### src/design/atr_ram.sv
`timescale 1ns / 1ps
// ----------------------------------------------------------------------------
// atr_ram: generic single-port-write, single-port-read RAM
// One write and one registered read per cycle.
// ----------------------------------------------------------------------------
module atr_ram #(
    parameter int WIDTH = 8,
    parameter int DEPTH = 64
) (
    input  logic                     clk,
    input  logic                     we,
    input  logic [$clog2(DEPTH)-1:0] waddr,
    input  logic [WIDTH-1:0]         wdata,
    input  logic [$clog2(DEPTH)-1:0] raddr,
    output logic [WIDTH-1:0]         rdata
);

    logic [WIDTH-1:0] mem [DEPTH];

    // Write port
    always_ff @(posedge clk)
    begin
        if (we)
        begin
            mem[waddr] <= wdata;
        end
    end

    // Registered read port
    always_ff @(posedge clk)
    begin
        rdata <= mem[raddr];
    end

endmodule

### config.mk
export PLATFORM = sky130hd
export DESIGN_NAME = atr_ram
export DESIGN_NICKNAME = d
export VERILOG_FILES = /design/src/design/atr_ram.sv
export SDC_FILE = /design/constraint.sdc
export NUM_CORES = 1
export LEC_CHECK = 0
export CELL_PAD_IN_SITES_DETAIL_PLACEMENT = 1
export CELL_PAD_IN_SITES_GLOBAL_PLACEMENT = 2
export CORE_MARGIN = 3
export CORE_UTILIZATION = 40
export DETAILED_ROUTE_END_ITERATION = 8
export DONT_BUFFER_PORTS = 1
export MAX_ROUTING_LAYER = met4
export PLACE_DENSITY_LB_ADDON = 0.1
export SETUP_SLACK_MARGIN = 0.1
export SLEW_MARGIN = 5
export SYNTH_ARGS = -nofsm -noshare
export SYNTH_HDL_FRONTEND = slang
export SYNTH_SLANG_ARGS = --single-unit
export TNS_END_PERCENT = 1
### constraint.sdc
create_clock -name clk -period 2.6 [get_ports clk]
set_clock_uncertainty 0.05 [all_clocks]
set_input_delay 0.13 -clock clk [delete_from_list [all_inputs] [get_ports clk]]
set_output_delay 0.13 -clock clk [all_outputs]
set_load 0.01 [all_outputs]
== After elaboration in Yosys (flattened, before gate mapping) ==
Memory sizes are Yosys's and may differ from the RTL's. A register that Yosys moved wholly into a read port is not among the register bits.
Index checks and enable logic that the tools add are counted.
Word-level totals
  memories kept: 1
  input port bits: 22
  logic and storage cells: 3
  bits in registers: 0
  output and inout bits: 8
  bits in writable memories: 512
Memories
  mem: depth 64, width 8, read ports 1, clocked after memory_dff 1, write ports 1, RTL line 18  | logic [WIDTH-1:0] mem [DEPTH];
Cells by class
  mux-type cells: 2
Operators with widths (count)
  two-way mux 1 bit: 2

== Logic depth before layout (Yosys ltp) ==
  depth after elaboration: 2
  mapped depth: 9
  gate-level depth less buffers: 5

== Worst setup path before layout ==
No wires, ideal clock.
  path type: input to register
  start point: input raddr[1]
  end point: register rdata[3] (read register of mem)
  arrival time: 1.670 ns
  cell stages on the path: 7
  required time: 2.422 ns
  slack: 0.752 ns
  buffers on the path: 3
  cell sequence: buf_4 buf_2 buf_2 mux4_2 mux4_2 o21ai_1 o41ai_1
RTL lines
  start, declared: RTL line 14  | input logic [$clog2(DEPTH)-1:0] raddr,
  end, declared: RTL line 15  | output logic [WIDTH-1:0] rdata

==> results_tabular.tex <==
\begin{tabular}{lr}
\hline
Metric & Value \\
\hline
\multicolumn{2}{l}{\textbf{GRT}} \\
\quad GRT Residual Overflow & 0 \\
\quad Global Route Usage Sum & 0.198 \\
\quad Pin count of the biggest net entering global routing & 138 \\
\quad Wire length of the first global-routing pass & 73.5 mm \\
\quad Via count of the first global-routing pass & 10454 \\
\quad Initial antenna violation count & 0 \\
\multicolumn{2}{l}{\textbf{Clock network}} \\
\quad Number of sinks handled by clock tree synthesis & 520 \\
\quad TritonCTS buffer count & 54 \\
\quad Maximum root-to-sink buffer count & 3 \\
\quad TritonCTS clock tree & yes \\
\quad CTS clk-pin slew, worst paths & 0.06 ns \\
\quad Cell at the root of the clock tree & sky130\_fd\_sc\_hd\_\_clkbuf\_16 \\
\quad Clock latency at the later pin of the worst-skew pair & 0.60 ns \\
\quad Number of buffers inserted to repair setup after CTS & 0 \\
\quad H-tree depth & 2 \\
\multicolumn{2}{l}{\textbf{Timing}} \\
\quad Fin. Hold Viols & 0 \\
\quad Hold Worst Slack & 0.0177 ns \\
\quad Unrepaired setup endpoints after global routing & no \\
\quad Worst relative slew slack & 0.361 \\
\quad Aggregate negative setup slack & 0 ns \\
\quad \# setup viols final & 0 \\
\quad F\_max & 0.431 GHz \\
\quad Min Tclk post-route & 2.32 ns \\
\quad Max-slew violation total from the final report & 0 \\
\quad Portion of the clock cycle consumed by the worst path in the final layout & 0.892 \\
\quad Worst-margin pin slew & 0.956 ns \\
\multicolumn{2}{l}{\textbf{Worst setup path}} \\
\quad Reg2Reg Setup Slack & 0.28 ns \\
\quad Worst flop-to-flop path startpoint & mem[29][2]\$\_DFFE\_PP\_ \\
\quad Crit path largest cell delay & 0.59 ns \\
\quad Launching element of the worst setup path & mem[29][2]\$\_DFFE\_PP\_ \\
\quad Critical-path cell list & mux4\_2 -> mux2\_2 -> o22ai\_2 -> nand2\_1 -> dlygate4sd3\_1 -> o2bb2ai\_1 \\
\quad Largest delay share family, worst path & multiplexers \\
\quad Crit Reg-Reg Endpoint & rdata[2]\$\_DFF\_P\_ \\
\quad Worst path required time & 3.02 ns \\
\quad CP Data Arrival Time & 2.74 ns \\
\quad Type of the setup path with the least slack & reg2reg \\
\quad Largest driver fanout on the critical path & 1 \\
\quad Depth of the worst register-to-register path & 6 \\
\quad Sort of element at the end of the critical path & flip-flop \\
\quad Element type at the critical path start & flip-flop \\
\quad Total buffers and inverters traversed by the critical path & 1 \\
\quad Worst-path cell with the longest stage delay & sky130\_fd\_sc\_hd\_\_dlygate4sd3\_1 \\
\multicolumn{2}{l}{\textbf{Placed design}} \\
\quad Detailed placement HPWL & 28.9 mm \\
\quad Final estimated routing congestion in global placement & 0.781 \\
\quad Port Buffer Count & 0 \\
\multicolumn{2}{l}{\textbf{Synth}} \\
\quad Synthesized Nets & 962 \\
\quad Most used standard cell by instance count after synthesis & sky130\_fd\_sc\_hd\_\_edfxtp\_1 \\
\quad Top FF cell, synth & sky130\_fd\_sc\_hd\_\_edfxtp\_1 \\
\quad Async SR Flop Fraction & 0 \\
\quad Area leader, netlist & sky130\_fd\_sc\_hd\_\_edfxtp\_1 \\
\quad Warnings from Yosys & 0 \\
\quad Number of unique standard cell types used by synthesis & 40 \\
\quad Cells taking the most area after synthesis & sky130\_fd\_sc\_hd\_\_edfxtp\_1 (76\%), sky130\_fd\_sc\_hd\_\_mux4\_2 (14\%), sky130\_fd\_sc\_hd\_\_nor2\_1 (1.5\%), sky130\_fd\_sc\_hd\_\_mux2i\_1 (1.1\%), sky130\_fd\_sc\_hd\_\_dfxtp\_1 (0.79\%) \\
\quad Post-synthesis register bit count & 520 \\
\quad Share of Yosys cell area claimed by the top area cell type & 0.762 \\
\quad Mapped cell area & 20200 sq um \\
\quad Seq/Total Area, Yosys & 0.770 \\
\quad Synth cell count leaders & sky130\_fd\_sc\_hd\_\_edfxtp\_1 (512), sky130\_fd\_sc\_hd\_\_mux4\_2 (126), sky130\_fd\_sc\_hd\_\_nor2\_1 (83) \\
\quad Gate Count Post-Synth & 940 \\
\quad Count of flip-flops with a built-in enable after synthesis & 512 \\
\quad Synth Area per Inst & 21.5 sq um \\
\multicolumn{2}{l}{\textbf{Detailed routing}} \\
\quad Length of the first detailed-routing pass in iterations & 5 \\
\quad Per-cell routed wire length & 28.7 um \\
\quad Drt drc & 0 \\
\quad Routed vias/inst & 5.56 \\
\quad Vias post-DR & 9703 \\
\quad Count of routing violations after the opening detailed-route iteration & 759 \\
\quad Number of nets with antenna violations after detailed routing & 0 \\
\quad Aggregate routed wire length & 50.1 mm \\
\multicolumn{2}{l}{\textbf{Layout}} \\
\quad Count of nets after finishing & 1059 \\
\quad Final-layout fill cell count & 4455 \\
\quad Antenna Cells & 0 \\
\quad Share of layout cells above drive strength 1 & 0.274 \\
\quad Synthesis-to-layout area growth & 15.8\% \\
\multicolumn{2}{l}{\textbf{Flow run}} \\
\quad Max-cap viol count & 0 \\
\multicolumn{2}{l}{\textbf{Min path}} \\
\quad Worst min-delay path class & in2reg \\
\quad Min-Delay Endpoint & rdata[7]\$\_DFF\_P\_ \\
\quad Worst hold path startpoint & raddr[4] \\
\quad Number of cells on the worst hold path & 3 \\
\multicolumn{2}{l}{\textbf{Floorplan}} \\
\quad Starting density of the core & 0.409 \\
\quad Number of standard-cell rows in the floorplan & 81 \\
\quad Core Box Area & 49400 sq um \\
\quad Boundary Pins & 30 \\
\quad Chip width & 231 um \\
\quad Die area & 53100 sq um \\
\quad Chip Height & 231 um \\
\multicolumn{2}{l}{\textbf{Power and ir drop}} \\
\quad Power Density & 756 nW/um\^{}2 \\
\quad Design Power & 17.7 mW \\
\quad Worst supply voltage drop on vdd & 0.000499 V \\
\quad Leakage dissipation & 7.36 nW \\
\multicolumn{2}{l}{\textbf{Run status}} \\
\quad Status & finished clean \\
\hline
\end{tabular}
## final cells by class
class | instances | area, sq um | area share
Timing Repair Buffer | 92 | 908 | 0.0389
Tap cell | 664 | 831 | 0.0356
Multi-Input combinational cell | 369 | 4320 | 0.185
Sequential cell | 520 | 15500 | 0.665
Clock inverter | 29 | 239 | 0.0102
Clock buffer | 72 | 1520 | 0.0652
## routing by layer
metal  GRT usage  vias to the layer above  routed length [um]
met3      0.0358                       68                2640
met4      0.0583                        0                1230
li1            -                     4123                   -
met2       0.313                      249               24300
met1       0.266                     5263               22000
met5           -                        -                   0
## flip-flops by register name, summed over array words and instances (netlist names)
register	count
mem	512
rdata	8
## layout by cell type (no fill, tap or decap), types with 7 or more instances in the layout
cell type | synthesis | routed
sky130_fd_sc_hd__edfxtp_1 | 512 | 512
sky130_fd_sc_hd__mux4_2 | 126 | 126
sky130_fd_sc_hd__nor2_1 | 83 | 83
sky130_fd_sc_hd__buf_4 | 13 | 65
sky130_fd_sc_hd__clkbuf_16 | 0 | 57
sky130_fd_sc_hd__mux2i_1 | 23 | 23
sky130_fd_sc_hd__nand2_1 | 19 | 19
sky130_fd_sc_hd__dlygate4sd3_1 | 0 | 18
sky130_fd_sc_hd__nor2b_1 | 14 | 14
sky130_fd_sc_hd__mux2_2 | 13 | 13
sky130_fd_sc_hd__nand3_1 | 13 | 13
sky130_fd_sc_hd__clkinv_2 | 0 | 13
sky130_fd_sc_hd__clkbuf_1 | 17 | 11
sky130_fd_sc_hd__clkinv_1 | 0 | 10
sky130_fd_sc_hd__o221ai_1 | 8 | 8
sky130_fd_sc_hd__buf_16 | 0 | 8
sky130_fd_sc_hd__dfxtp_1 | 8 | 8
sky130_fd_sc_hd__nand2b_1 | 7 | 7
sky130_fd_sc_hd__nor3_1 | 7 | 7
sky130_fd_sc_hd__o22ai_1 | 8 | 7
## worst reg2reg max path: cells and delay by family (launching register included)
kind | cells | cell delay [ns]
flip-flops | 1 | 0.35
buffers and inverters | 1 | 0.59
multiplexers | 2 | 0.79
AND/OR/NAND/NOR | 1 | 0.11
AO/OA/AOI/OAI | 2 | 0.31
## through the flow
step           worst slack [ns]   util  area (sq um)  cells
6_report                  0.281  0.473         23400   1746
5_1_grt                   0.182  0.473         23400   1746
4_1_cts                   0.165  0.473         23400   1746
3_5_place_dp              0.259  0.429         21200   1618
3_3_place_gp              0.341  0.429         21200   1618
2_1_floorplan             0.752      -         20200    940
## logic make-up (layout without fill, tap and decap cells)
family	count (synthesis)	in the layout	synth area share
flops	520	520	0.770
mux	162	162	0.159
simple gates	153	153	0.0339
compound gates	54	54	0.0207
buf+inv	51	193	0.0157
## worst max-delay path by stage
stage	to	slack, ns	depth (start not counted)
global placement	rdata[4]$_DFF_P_	0.34	5
finish	rdata[2]$_DFF_P_	0.28	6
floorplan	rdata[3]$_DFF_P_	0.75	7
global route	rdata[2]$_DFF_P_	0.18	6
CTS	rdata[2]$_DFF_P_	0.16	6
detailed placement	rdata[4]$_DFF_P_	0.26	5
## where the power goes
group	leakage [nW]	total [mW]	internal (mW)	switching (mW)
Sequential	4.67	9.32	9.28	0.0400
Clock	0.871	7.62	4.49	3.13
Combinational	1.82	0.727	0.336	0.391
## repair_timing
item,CTS,global route
setup endpoints to repair,0,1
endpoints found under the hold margin,584,0
gates resized for setup,0,1
hold buffers,27,0
No activity file was read; power rests on OpenSTA's default activity.
